`src/hdl/imuatt_pkg.sv`:
```
package imuatt_pkg;

  // CORDIC iteration count and the length of its arctangent table.
  localparam int unsigned CORDIC_ITER_DEF = 16;
  localparam int unsigned ATAN_LEN        = 24;

  // Bit-serial square root step count and the phase count of the reciprocal divider.
  localparam int unsigned SQRT_STEPS = 24;
  localparam int unsigned DIV_STEPS  = 4;

  // Width of the sequencer's step counter and of the iteration field.
  localparam int unsigned ITER_W = 6;

  // Datapath widths.
  localparam int unsigned ACC_W  = 40;
  localparam int unsigned COR_W  = 44;
  localparam int unsigned ZW     = 32;
  localparam int unsigned SQ_W   = 48;
  localparam int unsigned DVS_W  = 17;

  // Angle limit in hundredths of a degree.
  localparam logic signed [15:0] ANGLE_LIMIT = 16'sd18000;

  typedef enum logic [4:0] {
    OP_NONE,
    OP_LOAD,
    OP_FAIL,
    OP_SQ_A,
    OP_SQ_B,
    OP_SQRT,
    OP_COR_INIT,
    OP_COR_STEP,
    OP_DIV_INIT,
    OP_DIV_STEP,
    OP_DIV_DONE,
    OP_DIRECT,
    OP_BL_MUL,
    OP_BL_ADD,
    OP_BL_SCALE,
    OP_BL_ACC,
    OP_YAW_MUL,
    OP_FINISH
  } op_e;

  // Where a divider result goes, which also picks divisor and dividend.
  typedef enum logic [2:0] {
    T_ACC_ROLL,
    T_ACC_PITCH,
    T_ROLL,
    T_PITCH,
    T_YAW
  } tgt_e;

  typedef struct packed {
    op_e               op;
    tgt_e              tgt;
    logic              axis;   // 0 roll, 1 pitch
    logic              ok;
    logic [ITER_W-1:0] iter;
  } cmd_t;

  typedef struct packed {
    logic started;
    logic sample_ok;
    logic direct;    // no filtered update possible: load accelerometer angles
  } stat_t;

  // Arctangent of 2^-i in micro-degrees.
  function automatic logic [26:0] atan_udeg(input logic [4:0] i);
    logic [26:0] r;
    case (i)
      5'd0:    r = 27'd45000000;
      5'd1:    r = 27'd26565051;
      5'd2:    r = 27'd14036243;
      5'd3:    r = 27'd7125016;
      5'd4:    r = 27'd3576334;
      5'd5:    r = 27'd1789911;
      5'd6:    r = 27'd895174;
      5'd7:    r = 27'd447614;
      5'd8:    r = 27'd223811;
      5'd9:    r = 27'd111906;
      5'd10:   r = 27'd55953;
      5'd11:   r = 27'd27976;
      5'd12:   r = 27'd13988;
      5'd13:   r = 27'd6994;
      5'd14:   r = 27'd3497;
      5'd15:   r = 27'd1749;
      5'd16:   r = 27'd874;
      5'd17:   r = 27'd437;
      5'd18:   r = 27'd219;
      5'd19:   r = 27'd109;
      5'd20:   r = 27'd55;
      5'd21:   r = 27'd27;
      5'd22:   r = 27'd14;
      5'd23:   r = 27'd7;
      default: r = 27'd0;
    endcase
    return r;
  endfunction

endpackage

```
`src/hdl/imuatt_ctrl.sv`:
```
module imuatt_ctrl #(
  parameter int unsigned CORDIC_ITERATIONS = imuatt_pkg::CORDIC_ITER_DEF
) (
  input  logic              clk_i,
  input  logic              rst_ni,
  input  logic              in_valid_i,
  output logic              in_ready_o,
  output logic              out_valid_o,
  input  logic              out_ready_i,
  input  imuatt_pkg::stat_t stat_i,
  output imuatt_pkg::cmd_t  cmd_o
);
  import imuatt_pkg::*;

  typedef enum logic [4:0] {
    S_IDLE,
    S_CHECK,
    S_SQ_B,
    S_SQRT,
    S_COR_INIT,
    S_COR_RUN,
    S_DIV_INIT,
    S_DIV_RUN,
    S_DIV_DONE,
    S_DIRECT,
    S_BL_MUL,
    S_BL_ADD,
    S_BL_SCALE,
    S_BL_ACC,
    S_YAW,
    S_FIN_OK,
    S_FIN_NOK
  } state_e;

  state_e            state_q;
  logic [ITER_W-1:0] cnt_q;
  tgt_e              tgt_q;
  logic              axis_q;
  logic              out_valid_q;
  logic              fin_go;

  assign fin_go      = !out_valid_q || out_ready_i;
  assign in_ready_o  = (state_q == S_IDLE);
  assign out_valid_o = out_valid_q;

  always_comb begin
    cmd_o.op   = OP_NONE;
    cmd_o.tgt  = tgt_q;
    cmd_o.axis = axis_q;
    cmd_o.ok   = (state_q == S_FIN_OK);
    cmd_o.iter = cnt_q;
    case (state_q)
      S_IDLE: if (in_valid_i) cmd_o.op = OP_LOAD;
      S_CHECK: begin
        if (!stat_i.started) begin
          cmd_o.op = OP_NONE;
        end else if (!stat_i.sample_ok) begin
          cmd_o.op = OP_FAIL;
        end else begin
          cmd_o.op = OP_SQ_A;
        end
      end
      S_SQ_B:     cmd_o.op = OP_SQ_B;
      S_SQRT:     cmd_o.op = OP_SQRT;
      S_COR_INIT: cmd_o.op = OP_COR_INIT;
      S_COR_RUN:  cmd_o.op = OP_COR_STEP;
      S_DIV_INIT: cmd_o.op = OP_DIV_INIT;
      S_DIV_RUN:  cmd_o.op = OP_DIV_STEP;
      S_DIV_DONE: cmd_o.op = OP_DIV_DONE;
      S_DIRECT:   cmd_o.op = OP_DIRECT;
      S_BL_MUL:   cmd_o.op = OP_BL_MUL;
      S_BL_ADD:   cmd_o.op = OP_BL_ADD;
      S_BL_SCALE: cmd_o.op = OP_BL_SCALE;
      S_BL_ACC:   cmd_o.op = OP_BL_ACC;
      S_YAW:      cmd_o.op = OP_YAW_MUL;
      S_FIN_OK, S_FIN_NOK: if (fin_go) cmd_o.op = OP_FINISH;
      default:    cmd_o.op = OP_NONE;
    endcase
  end

  always_ff @(posedge clk_i or negedge rst_ni) begin
    if (!rst_ni) begin
      state_q     <= S_IDLE;
      cnt_q       <= '0;
      tgt_q       <= T_ACC_ROLL;
      axis_q      <= 1'b0;
      out_valid_q <= 1'b0;
    end else begin
      if (out_valid_q && out_ready_i) out_valid_q <= 1'b0;
      case (state_q)
        S_IDLE: if (in_valid_i) state_q <= S_CHECK;
        S_CHECK: begin
          if (!stat_i.started || !stat_i.sample_ok) begin
            state_q <= S_FIN_NOK;
          end else begin
            state_q <= S_SQ_B;
          end
        end
        S_SQ_B: begin
          cnt_q   <= '0;
          state_q <= S_SQRT;
        end
        S_SQRT: begin
          cnt_q <= cnt_q + 1'b1;
          if (cnt_q == ITER_W'(SQRT_STEPS - 1)) begin
            axis_q  <= 1'b0;
            state_q <= S_COR_INIT;
          end
        end
        S_COR_INIT: begin
          cnt_q   <= '0;
          state_q <= S_COR_RUN;
        end
        S_COR_RUN: begin
          cnt_q <= cnt_q + 1'b1;
          if (cnt_q == ITER_W'(CORDIC_ITERATIONS - 1)) begin
            tgt_q   <= axis_q ? T_ACC_PITCH : T_ACC_ROLL;
            state_q <= S_DIV_INIT;
          end
        end
        S_DIV_INIT: begin
          cnt_q   <= '0;
          state_q <= S_DIV_RUN;
        end
        S_DIV_RUN: begin
          cnt_q <= cnt_q + 1'b1;
          if (cnt_q == ITER_W'(DIV_STEPS - 1)) state_q <= S_DIV_DONE;
        end
        S_DIV_DONE: begin
          case (tgt_q)
            T_ACC_ROLL: begin
              axis_q  <= 1'b1;
              state_q <= S_COR_INIT;
            end
            T_ACC_PITCH: begin
              axis_q  <= 1'b0;
              state_q <= stat_i.direct ? S_DIRECT : S_BL_MUL;
            end
            T_ROLL: begin
              axis_q  <= 1'b1;
              state_q <= S_BL_MUL;
            end
            T_PITCH: state_q <= S_YAW;
            default: state_q <= S_FIN_OK;
          endcase
        end
        S_DIRECT:   state_q <= S_YAW;
        S_BL_MUL:   state_q <= S_BL_ADD;
        S_BL_ADD:   state_q <= S_BL_SCALE;
        S_BL_SCALE: state_q <= S_BL_ACC;
        S_BL_ACC: begin
          tgt_q   <= axis_q ? T_PITCH : T_ROLL;
          state_q <= S_DIV_INIT;
        end
        S_YAW: begin
          tgt_q   <= T_YAW;
          state_q <= S_DIV_INIT;
        end
        S_FIN_OK, S_FIN_NOK: begin
          if (fin_go) begin
            out_valid_q <= 1'b1;
            state_q     <= S_IDLE;
          end
        end
        default: state_q <= S_IDLE;
      endcase
    end
  end

  // Work starts only on an accepted beat.
  assert property (@(posedge clk_i) disable iff (!rst_ni)
    (state_q == S_IDLE && !in_valid_i) |=> state_q == S_IDLE)
    else $error("sequencer left idle without an input beat");

  // A finishing item always lands in the output register.
  assert property (@(posedge clk_i) disable iff (!rst_ni)
    ((state_q == S_FIN_OK || state_q == S_FIN_NOK) && fin_go) |=> out_valid_q)
    else $error("finished result not presented");

  // Iteration counters stay inside their loops.
  assert property (@(posedge clk_i) disable iff (!rst_ni)
    state_q == S_SQRT |-> cnt_q < ITER_W'(SQRT_STEPS))
    else $error("square root ran too many steps");

  assert property (@(posedge clk_i) disable iff (!rst_ni)
    state_q == S_DIV_RUN |-> cnt_q < ITER_W'(DIV_STEPS))
    else $error("divider ran too many steps");

endmodule

```
`config.mk`:
```
export PLATFORM = sky130hd
export DESIGN_NAME = imuatt_ctrl
export DESIGN_NICKNAME = d
export VERILOG_FILES = /design/src/hdl/imuatt_pkg.sv /design/src/hdl/imuatt_ctrl.sv
export SDC_FILE = /design/constraint.sdc
export NUM_CORES = 1
export LEC_CHECK = 0
export BUFFER_PORTS_ARGS = -buffer_cell sky130_fd_sc_hd__buf_2
export CAP_MARGIN = 10
export CORE_MARGIN = 3
export CORE_UTILIZATION = 35
export DETAILED_ROUTE_END_ITERATION = 8
export HOLD_SLACK_MARGIN = 0.06
export PLACE_DENSITY = 0.55
export SLEW_MARGIN = 20
export SYNTH_ARGS = -nofsm -noshare
export SYNTH_HDL_FRONTEND = slang
export SYNTH_SLANG_ARGS = --single-unit
export TNS_END_PERCENT = 5
```
`constraint.sdc`:
```
create_clock -name clk_i -period 1.75 [get_ports clk_i]
set_clock_uncertainty 0.05 [all_clocks]
set_input_delay 0.175 -clock clk_i [delete_from_list [all_inputs] [get_ports clk_i]]
set_output_delay 0.175 -clock clk_i [all_outputs]
set_load 0.05 [all_outputs]
```
# [Yosys cells after proc, flatten, opt, wreduce, memory -nomap -nowiden]
# Cells that the tools add are included.
[word_totals] register_bits=16 inputBits=7 output_inout_bits=18 wordCells=78
[classes] addsub=1 n_eq_ne=28 mux=25 reduce_logical=19
[op_table] operator="$pmux 5 s16" count=1
[op_table] operator="$pmux 5 s15" count=1
[op_table] operator="$eq 5x4->1 const B" count=8
[op_table] operator="$mux 5" count=7
[op_table] operator="$eq 5x3->1 const B" count=4
[op_table] operator="$pmux 4 s4" count=1
[op_table] operator="$pmux 6 s2" count=1
[op_table] operator="$eq 5x2->1 const B" count=2
[op_table] operator="$ne 2x2->1 const B" count=5
[op_table] operator="$pmux 3 s3" count=1
[op_table] operator="$mux 1" count=8
[op_table] operator="$add 6x1->6 const B" count=1
[op_table] operator="$eq 3x2->1 const B" count=2
[op_table] operator="$eq 6x2->1 const B" count=1
[op_table] operator="$eq 6x4->1 const B" count=1
[op_table] operator="$eq 6x5->1 const B" count=1
[op_table] operator="$reduce_or 2->1" count=3
[op_table] operator="$reduce_or 3->1" count=2
[op_table] operator="$eq 5x1->1 const B" count=1
[op_table] operator="$eq 5x5->1 const B" count=1
[op_table] operator="$logic_not 5->1" count=1
[op_table] operator="$reduce_and 5->1" count=1
[op_table] operator="$mux 2" count=2
[op_table] operator="$pmux 1 s2" count=2
[op_table] operator="other kinds (11)" count=15

# [Logic depth before layout (Yosys ltp)]
# Gate-level depths: netlist (run 1).
[logic_depth] ltp_word=4 ltp_mapped=7 depth_no_buf=6

# [Worst setup path after synthesis (run 1)]
# OpenSTA, ideal clock, no wires.
[synth_timing] path_type="flip-flop to output port" start="register state_q[2]" end="output cmd_o[11] (netlist name)" t_arrival_ns=2.539 t_required_ns=1.525 setup_slack_ns=-1.014 path_stages_with_launch=7 path_buffers=1 path_cell_list="dfrtp_1 buf_2 nand2_1 nor3_1 a31oi_1 nand2b_1 o211ai_1"
[synth_lines] item="start, declared" line_no="imuatt_ctrl.sv:35" rtl="state_e state_q;"
[synth_lines] item="start signal, assigned" line_no="imuatt_ctrl.sv:137" rtl="state_q <= stat_i.direct ? S_DIRECT : S_BL_MUL;"
[synth_lines] item="end, declared" line_no="imuatt_ctrl.sv:11" rtl="output imuatt_pkg::cmd_t cmd_o"

==> flow_summary.toml, run 1 <==
[global_route]
overflow = 0
grt_max_degree = 17
grt_pass1_wl_mm = 6.541
antenna_found_initial = 0
groute.usage.overall_pct = 20.47
grt_pass1_vias = 1397

[cells_and_area]
drive_above_1_share_pct = 52.68
diodes = 0
nets = 214
syn_to_final_growth_pct = 64.55
fin_util_pct = 61.14

[outcome]
outcome = "finished with violations"
violations = "setup timing"

[hold_path]
hp-class = "input port to flip-flop"

[sta]
setup_viol = 11
min_period_over_period_pct = 110.7
drv_slew = 0
fmax_mhz = 516.4
setup_ws_ns = -0.1864
worst_pin_slew_ns = 0.3695
finalWorstPathRequiredPeriod_ns = 1.936
slew_headroom_pct = 75.37
rsz0062_at_grt = "yes"
hold_violations = 0

[synth]
netlist.area_leader.share_pct = 35.01
syn_area_sq_um = 1144
syn_avg_cell_area_sq_um = 8.227
async_flop_share_pct = 100.0
synth.distinct_cells = 41
syn_inst = 139
synthesis.nets = 147
synth_seq_cells = 16
synth_seq_area_share_pct = 35.01
yosys_warnings = 0
yosys-top-cells-count = "23 x nand2_1, 16 x dfrtp_1, 12 x nor2_1"
synth_edf_count = 0
synth_top_area_cell = "dfrtp_1"
synth-main-ff-cell = "dfrtp_1"
synth_top_cells_by_area = "dfrtp_1 35%, nand2_1 7.5%, nor3_1 3.9%, nor2_1 3.9%, o21ai_0 3.5%"
yosysMostFrequentCell = "nand2_1"

[detailed_routing]
drt_iter0_drc = 69
vias = 1323
routedWlPerCell_microns = 15.38
dr.pass1.iters = 4
final_antenna_net_count = 0
routed_wl_mm = 3.830
vias_per_cell = 5.313
drc = 0

[clocking]
insertion_delay_ns = 0.28
ctsLongestPathBuffers = 2
cts_tree = "done"
clkSinkCount = 16
clk_pin_slew_ns = 0.09
ctsRootBufferMaster = "clkbuf_4"
cts-htree-levels = 1
numCtsBuffers = 3

[worst_setup_path]
critPathMostFrequentCell = "buf_4"
slowest_delay_ns = 0.46
criticalPathCategory = "flip-flop to output port"
required_ns = 1.52
arrival_ns = 1.71
cpMaxStageDelayCell = "dfrtp_2"
worstPathCellList = "buf_4 -> nand3_1 -> or3_1 -> nand2_1 -> buf_4"
cp-end-kind = "output port"
start_kind = "flip-flop"
worst-path-max-fanout = 6

[pwr]
leakage_uw = 0.0009092
power.density_nw_per_um2 = 2058
p_total_uw = 3873
peakVddDrop_mv = 1.216

[place]
port_buffers = 24
hpwlAfterDp_mm = 2.624
gp_congestion = 0.8330

[floorplan]
core_region_area_sq_um = 3078
dieArea_sq_um = 3989
start_util_pct = 37.15
ioPinCount = 25
die_h_microns = 63.16
die_w_microns = 63.16
rows = 20

[job]
cap_violations = 0
-- through the flow --
stage | TNS [ns] | area, sq um | worst slack, ns | hold WS, ns | std cells
finish | -1.321 | 1882 | -0.1864 | 0.1701 | 249
detailed placement | -1.259 | 1577 | -0.1943 | 0.06430 | 235
global placement | -0.9301 | 1577 | -0.1501 | 0.05868 | 235
floorplan | -3.706 | 1162 | -0.3708 | -0.1706 | 139
global route | -2.188 | 1882 | -0.2945 | 0.1558 | 249
CTS | -1.324 | 1841 | -0.1607 | 0.1557 | 249
-- power breakdown --
group / internal (uW) / leakage, uW / switching, uW / total (uW)
Sequential: 511 / 0.000206 / 168 / 679
Combinational: 1270 / 0.000682 / 1680 / 2950
Clock: 127 / 0.0000210 / 118 / 244
-- repair_timing --
action | in CTS | in global routing
pin swaps | 5 | 2
gates resized for setup | 33 | 9
setup buffers | 9 | 0
hold buffers | 1 | 0
setup endpoints to repair | 13 | 17
hold endpoints to repair | 16 | 0
-- flip-flops by register name (all words and copies together) (netlist names) --
name,count
axis_q,1
cnt_q,6
out_valid_o,1
state_q,5
tgt_q,3
-- final timing paths --
check,start,end,slack (ns),cells past startpoint
max reg2reg,cnt_q[0]$_DFFE_PN0P_,state_q[0]$_DFFE_PN0P_,-0.15,6
min,stat_i[1],state_q[4]$_DFFE_PN0P_,0.17,3
min in group asynchronous,rst_ni,axis_q$_DFFE_PN0P_,0.28,2
min reg2reg,axis_q$_DFFE_PN0P_,axis_q$_DFFE_PN0P_,0.51,2
max,state_q[1]$_DFFE_PN0P_,cmd_o[15],-0.19,5
max in group asynchronous,rst_ni,state_q[4]$_DFFE_PN0P_,1.08,2
-- metal layers --
metal,vias up,share of wire [%],global-route usage (%)
met5,-,0,0
met4,0,3.3,11.57
met3,14,3.5,2.317
met2,37,51,35.70
met1,635,42,24.16
li1,637,-,-
-- cells in the final DEF (no fill, tap or decap), drive strengths merged, types with 4 or more instances in the layout --
cell,count
nand2,23
nor3,9
buf,72
nor2,12
o21ai,8
nand3,4
a22o,4
dfrtp,16
mux2,4
clkbuf,4
nand2b,5
-- critical path, delay by kind of cell (launching register included) --
family | cells | cell delay [ns]
simple gates | 3 | 0.59
buf+inv | 2 | 0.37
flops | 1 | 0.46
-- cells by family (layout without fill, tap and decap cells) --
group	count (synthesis)	count (layout)	share of synthesized area, %
and+or+nand+nor	67	67	28.12
AOI/OAI and AO/OA	32	32	21.33
DFF	16	16	35.01
buffers and inverters	13	79	5.361
muxes	6	6	6.017
xor gates and xnor gates	4	4	3.064
adders and majority gates	1	1	1.094
-- layout make-up --
| type | instances | area [sq um] |
|---|---|---|
| Fill cell | 284 | 1196 |
| Multi-Input combinational cell | 110 | 858.3 |
| Timing Repair Buffer | 73 | 518.0 |
| Sequential cell | 16 | 406.6 |
| Tap cell | 44 | 55.05 |
| Clock buffer | 4 | 36.28 |
| Inverter | 2 | 7.507 |
No activity file was read; power rests on OpenSTA's default activity.
==> inputs of run 2 (changes only) <==
--- a/config.mk
+++ b/config.mk
@@ -9,8 +9,10 @@
 export CAP_MARGIN = 10
 export CORE_MARGIN = 3
 export CORE_UTILIZATION = 35
+export CTS_CLUSTER_SIZE = 20
 export DETAILED_ROUTE_END_ITERATION = 8
 export HOLD_SLACK_MARGIN = 0.06
+export MAX_ROUTING_LAYER = met4
 export PLACE_DENSITY = 0.55
 export SLEW_MARGIN = 20
 export SYNTH_ARGS = -nofsm -noshare
==> run 2 against run 1 <==
The flow still finishes with violations (setup timing). Sequential power hardly changed. First-iteration DRC count is 16% lower. Via count is 0.38% higher. Critical path type unchanged. Design area stayed put. Maximum frequency is 0.49% lower. Count of clock-buffer cells in the layout stayed put. Largest cell class unchanged. Total power is 0.25% higher. Cell count stayed put. Flip-flop and latch count stayed put.
==> flow_summary.toml, run 2 (synthesis results as in run 1) <==
[clocking]
numCtsBuffers = 3
cts_tree = "done"
cts-htree-levels = 1
insertion_delay_ns = 0.29
clkSinkCount = 16
clk_pin_slew_ns = 0.10
ctsRootBufferMaster = "clkbuf_4"
ctsLongestPathBuffers = 2

[place]
gp_congestion = 0.8458
port_buffers = 24
hpwlAfterDp_mm = 2.624
placed_cells = 235

[worst_setup_path]
r2r_setup_slack_ns = -0.14
crit_family = "simple AND/OR/NAND/NOR gates"
reg2reg_to = "state_q[0]$_DFFE_PN0P_"
cpMaxStageDelayCell = "dfrtp_2"
cp-end-kind = "output port"
arrival_ns = 1.72
crit_buf_inv = 2
startpoint = "state_q[1]$_DFFE_PN0P_"
criticalPathCategory = "flip-flop to output port"
start_kind = "flip-flop"
required_ns = 1.52
worstPathCellList = "buf_4 -> nand3_1 -> or3_1 -> nand2_1 -> buf_4"
rr_worst_depth = 6
r2r-start = "cnt_q[0]$_DFFE_PN0P_"
critPathMostFrequentCell = "buf_4"
slowest_delay_ns = 0.46
worst-path-max-fanout = 6

[hold_path]
holdPathEnd = "state_q[4]$_DFFE_PN0P_"
min_path_cells = 3
min_from = "stat_i[1]"
hp-class = "input port to flip-flop"

[floorplan]
core_region_area_sq_um = 3078
dieArea_sq_um = 3989
die_h_microns = 63.16
start_util_pct = 37.15
ioPinCount = 25
die_w_microns = 63.16
rows = 20

[cells_and_area]
largest_register_ffs = 6
drive_above_1_share_pct = 52.68
reg_top3 = "cnt_q (6), state_q (5), tgt_q (3)"
final_common_cell = "buf_4"
diodes = 0
layout_common_cells = "49 x buf_4, 22 x nand2_1, 19 x buf_2"
nets = 214
syn_to_final_growth_pct = 64.55
final-instance-count-excl-fill = 249
regMostFlops = "cnt_q"
fillCellCount = 284
fin_util_pct = 61.14

[pwr]
power.density_nw_per_um2 = 2063
peakVddDrop_mv = 1.235
leakage_uw = 0.0009092

[detailed_routing]
dr.pass1.iters = 4
vias = 1328
vias_per_cell = 5.333
routedWlPerCell_microns = 15.49
final_antenna_net_count = 0
routed_wl_mm = 3.856
drt_iter0_drc = 58
drc = 0

[global_route]
grt_pass1_wl_mm = 6.548
overflow = 0
grt_pass1_vias = 1395
grt_max_degree = 17
antenna_found_initial = 0
groute.usage.overall_pct = 21.15

[sta]
timing.hold.ws_ns = 0.1624
setup_viol = 11
finalWorstPathRequiredPeriod_ns = 1.946
rsz0062_at_grt = "yes"
fmax_mhz = 513.9
hold_violations = 0
drv_slew = 0
setup_ws_ns = -0.1959
slew_headroom_pct = 75.16
worst_pin_slew_ns = 0.3726
min_period_over_period_pct = 111.2

[job]
cap_violations = 0

[outcome]
outcome = "finished with violations"
violations = "setup timing"
## run 2: cell counts in the layout (fill, tap and decap cells not counted)
No cell type changed its count.
## run 2: worst min-delay path, cell delays in order
cell and delay (ns):
buf_2 0.11, nand2_1 0.06, a22o_1 0.13
## run 2: worst max-delay path by stage
stage / endpoint / slack [ns] / cells after the start
2_1_floorplan: state_q[0]$_DFFE_PN0P_ / -0.37 / 6
3_3_place_gp: state_q[1]$_DFFE_PN0P_ / -0.15 / 5
3_5_place_dp: state_q[1]$_DFFE_PN0P_ / -0.19 / 6
4_1_cts: cmd_o[11] / -0.16 / 5
5_1_grt: cmd_o[11] / -0.30 / 5
6_report: cmd_o[15] / -0.20 / 5
## run 2: layer usage
layer | routed length, microns | share of wire [%] | up-vias | GRT usage, %
met5 | 0 | 0 | - | -
met3 | 161 | 4.2 | 14 | 2.852
met4 | 126 | 3.3 | 0 | 11.57
met1 | 1611 | 42 | 633 | 24.16
met2 | 1957 | 51 | 43 | 35.70
li1 | - | - | 638 | -
## run 2: layout make-up
type | count | area, sq um | area share [%]
Inverter | 2 | 7.507 | 0.3989
Sequential cell | 16 | 406.6 | 21.61
Clock buffer | 4 | 36.28 | 1.928
Timing Repair Buffer | 73 | 518.0 | 27.53
Multi-Input combinational cell | 110 | 858.3 | 45.61
Tap cell | 44 | 55.05 | 2.926
## run 2: where the power goes
| group | leakage, uW | switching [uW] | internal (uW) |
|---|---|---|---|
| Combinational | 0.000682 | 1690 | 1270 |
| Clock | 0.0000210 | 123 | 127 |
| Sequential | 0.000206 | 168 | 511 |
| Total | 0.000909 | 1980 | 1900 |
## run 2: what timing repair did
item                                    CTS  global route
hold buffers                              1             0
hold endpoints to repair                 16             0
buffers inserted                          9             0
endpoints found under the setup margin   13            17
resized for setup                        33             9
pin swaps                                 5             2
## run 2: metrics by stage
| step | setup slack, ns | total power (uW) | TNS [ns] | cell area [sq um] |
|---|---|---|---|---|
| detailed placement | -0.1943 | 3062 | -1.259 | 1577 |
| global route | -0.2997 | 4120 | -2.214 | 1882 |
| floorplan | -0.3708 | 2204 | -3.706 | 1162 |
| finish | -0.1959 | 3883 | -1.316 | 1882 |
| global placement | -0.1501 | 3016 | -0.9301 | 1577 |
| CTS | -0.1607 | 3763 | -1.324 | 1841 |
==> inputs of run 3 (changes only) <==
--- a/config.mk
+++ b/config.mk
@@ -5,12 +5,14 @@
 export SDC_FILE = /design/constraint.sdc
 export NUM_CORES = 1
 export LEC_CHECK = 0
+export ABC_CLOCK_PERIOD_IN_PS = 1750
 export BUFFER_PORTS_ARGS = -buffer_cell sky130_fd_sc_hd__buf_2
 export CAP_MARGIN = 10
-export CORE_MARGIN = 3
+export CORE_MARGIN = 4
 export CORE_UTILIZATION = 35
 export CTS_CLUSTER_SIZE = 20
 export DETAILED_ROUTE_END_ITERATION = 8
+export GPL_ROUTABILITY_DRIVEN = 0
 export HOLD_SLACK_MARGIN = 0.06
 export MAX_ROUTING_LAYER = met4
 export PLACE_DENSITY = 0.55
==> run 3 against run 2 <==
The flow still finishes with violations (setup timing). Register-to-register slack got worse by 0.09 ns. Utilization decreased by 1.3 points. Routed wire length is 7.0% lower. Die area rose by 6.4%. Via count shrank 3.4%. Combinational power decreased by 3%. Cell count grew 1.2%. Largest power group unchanged.
==> flow_summary.toml, run 3 (synthesis results as in run 1) <==
[floorplan]
die_h_microns = 65.16
start_util_pct = 37.15
dieArea_sq_um = 4246
core_region_area_sq_um = 3078
die_w_microns = 65.16
rows = 20
ioPinCount = 25

[detailed_routing]
final_antenna_net_count = 0
dr.pass1.iters = 4
drc = 0
routedWlPerCell_microns = 14.23
drt_iter0_drc = 93
vias_per_cell = 5.091
routed_wl_mm = 3.585
vias = 1283

[cells_and_area]
drive_above_1_share_pct = 50.00
final_common_cell = "buf_4"
fin_util_pct = 59.88
fillCellCount = 284
multi_input_area_sq_um = 794.5
regMostFlops = "cnt_q"
reg_top3 = "cnt_q (6), state_q (5), tgt_q (3)"
nets = 217
diodes = 0
design_area_sq_um = 1843
syn_to_final_growth_pct = 61.16
largest_register_ffs = 6
final-instance-count-excl-fill = 252
final-seq-area_sq_um = 405.4
layout_common_cells = "51 x buf_4, 21 x nand2_1, 19 x buf_2"

[clocking]
cts-htree-levels = 1
ctsLongestPathBuffers = 2
numCtsBuffers = 3
cts_tree = "done"
insertion_delay_ns = 0.29
clk_pin_slew_ns = 0.10
ctsRootBufferMaster = "clkbuf_4"
clkSinkCount = 16

[worst_setup_path]
start_kind = "flip-flop"
arrival_ns = 1.77
rr_worst_depth = 6
cpMaxStageDelayCell = "dfrtp_1"
r2r-start = "cnt_q[1]$_DFFE_PN0P_"
slowest_delay_ns = 0.43
criticalPathCategory = "flip-flop to output port"
worst-path-max-fanout = 4
required_ns = 1.52
reg2reg_to = "state_q[1]$_DFFE_PN0P_"
worstPathCellList = "or2_4 -> buf_6 -> o211a_1 -> a31oi_1 -> o211ai_1 -> buf_4"
r2r_setup_slack_ns = -0.23
cp-end-kind = "output port"

[sta]
finalWorstPathRequiredPeriod_ns = 1.999
timing.hold.ws_ns = 0.1500
fin_tns_setup_ns = -1.847
worst_pin_slew_ns = 0.3910
setup_viol = 13
fmax_mhz = 500.3
min_period_over_period_pct = 114.2
setup_ws_ns = -0.2487
hold_violations = 0
rsz0062_at_grt = "yes"
slew_headroom_pct = 73.70
drv_slew = 0

[global_route]
grt_pass1_vias = 1329
antenna_found_initial = 0
grt_max_degree = 17
overflow = 0
groute.usage.overall_pct = 18.50
grt_pass1_wl_mm = 5.968

[hold_path]
min_path_cells = 3
min_from = "stat_i[1]"
holdPathEnd = "state_q[4]$_DFFE_PN0P_"
hp-class = "input port to flip-flop"

[outcome]
violations = "setup timing"
outcome = "finished with violations"

[place]
place_area_sq_um = 1622
port_buffers = 24
placed_cells = 241
hpwlAfterDp_mm = 2.651

[pwr]
power.density_nw_per_um2 = 2031
peakVddDrop_mv = 0.7710
leakage_uw = 0.0009024

[job]
cap_violations = 0
run 3: changes by cell type in the layout (fill, tap and decap cells not counted), moves of 2 or more:
| cell | before | now |
|---|---|---|
| mux2_1 | 0 | 3 |
| mux2_4 | 4 | 1 |
| nor2_2 | 0 | 2 |
| nand2_2 | 0 | 2 |
| buf_4 | 49 | 51 |
run 3: what timing repair did:
| item | 4_1_cts | 5_1_grt |
|---|---|---|
| endpoints found under the setup margin | 13 | 15 |
| setup buffers | 5 | 1 |
| gates resized for setup | 23 | 9 |
| pin swaps | 4 | 5 |
| endpoints found under the hold margin | 16 | 0 |
| hold buffers | 1 | 0 |
run 3: critical path, delay by kind of cell (launching register included):
kind | cells | cell delay, ns
AOI/OAI and AO/OA | 3 | 0.44
DFF | 1 | 0.43
and+or+nand+nor | 1 | 0.29
buffers and inverters | 2 | 0.32
run 3: where the power goes:
part	switching, uW	leakage [uW]	internal, uW
Clock	117	0.0000210	127
Combinational	1610	0.000674	1240
Sequential	138	0.000207	509
Total	1870	0.000902	1880
run 3: metal layers:
metal | vias to the layer above | global-route usage (%) | share of wire [%]
met5 | - | - | 0
met4 | 0 | 7.513 | 1.9
met3 | 6 | 3.590 | 4.9
met2 | 37 | 31.23 | 51
met1 | 603 | 21.61 | 42
li1 | 637 | - | -
run 3: worst max path at each step:
stage | slack, ns | startpoint | endpoint
after floorplan | -0.37 | cnt_q[0]$_DFFE_PN0P_ | state_q[0]$_DFFE_PN0P_
after global placement | -0.18 | state_q[1]$_DFFE_PN0P_ | state_q[1]$_DFFE_PN0P_
after detailed placement | -0.21 | cnt_q[0]$_DFFE_PN0P_ | state_q[1]$_DFFE_PN0P_
after CTS | -0.23 | state_q[3]$_DFFE_PN0P_ | cmd_o[11]
after global routing | -0.35 | cnt_q[1]$_DFFE_PN0P_ | state_q[4]$_DFFE_PN0P_
final | -0.25 | state_q[2]$_DFFE_PN0P_ | cmd_o[11]
run 3: cell type report:
type                    count  area share [%]
multi-input cells         110           43.11
repair buffers             76           29.53
flip-flops and latches     16           22.00
well taps                  44           2.987
clock buffers               4           1.969
inverters                   2          0.4073
run 3: stage by stage:
stage               power (uW)  setup WS (ns)
detailed placement        3140        -0.2145
floorplan                 2204        -0.3708
CTS                       3654        -0.2308
global placement          3117        -0.1761
global route              4015        -0.3475
finish                    3743        -0.2487
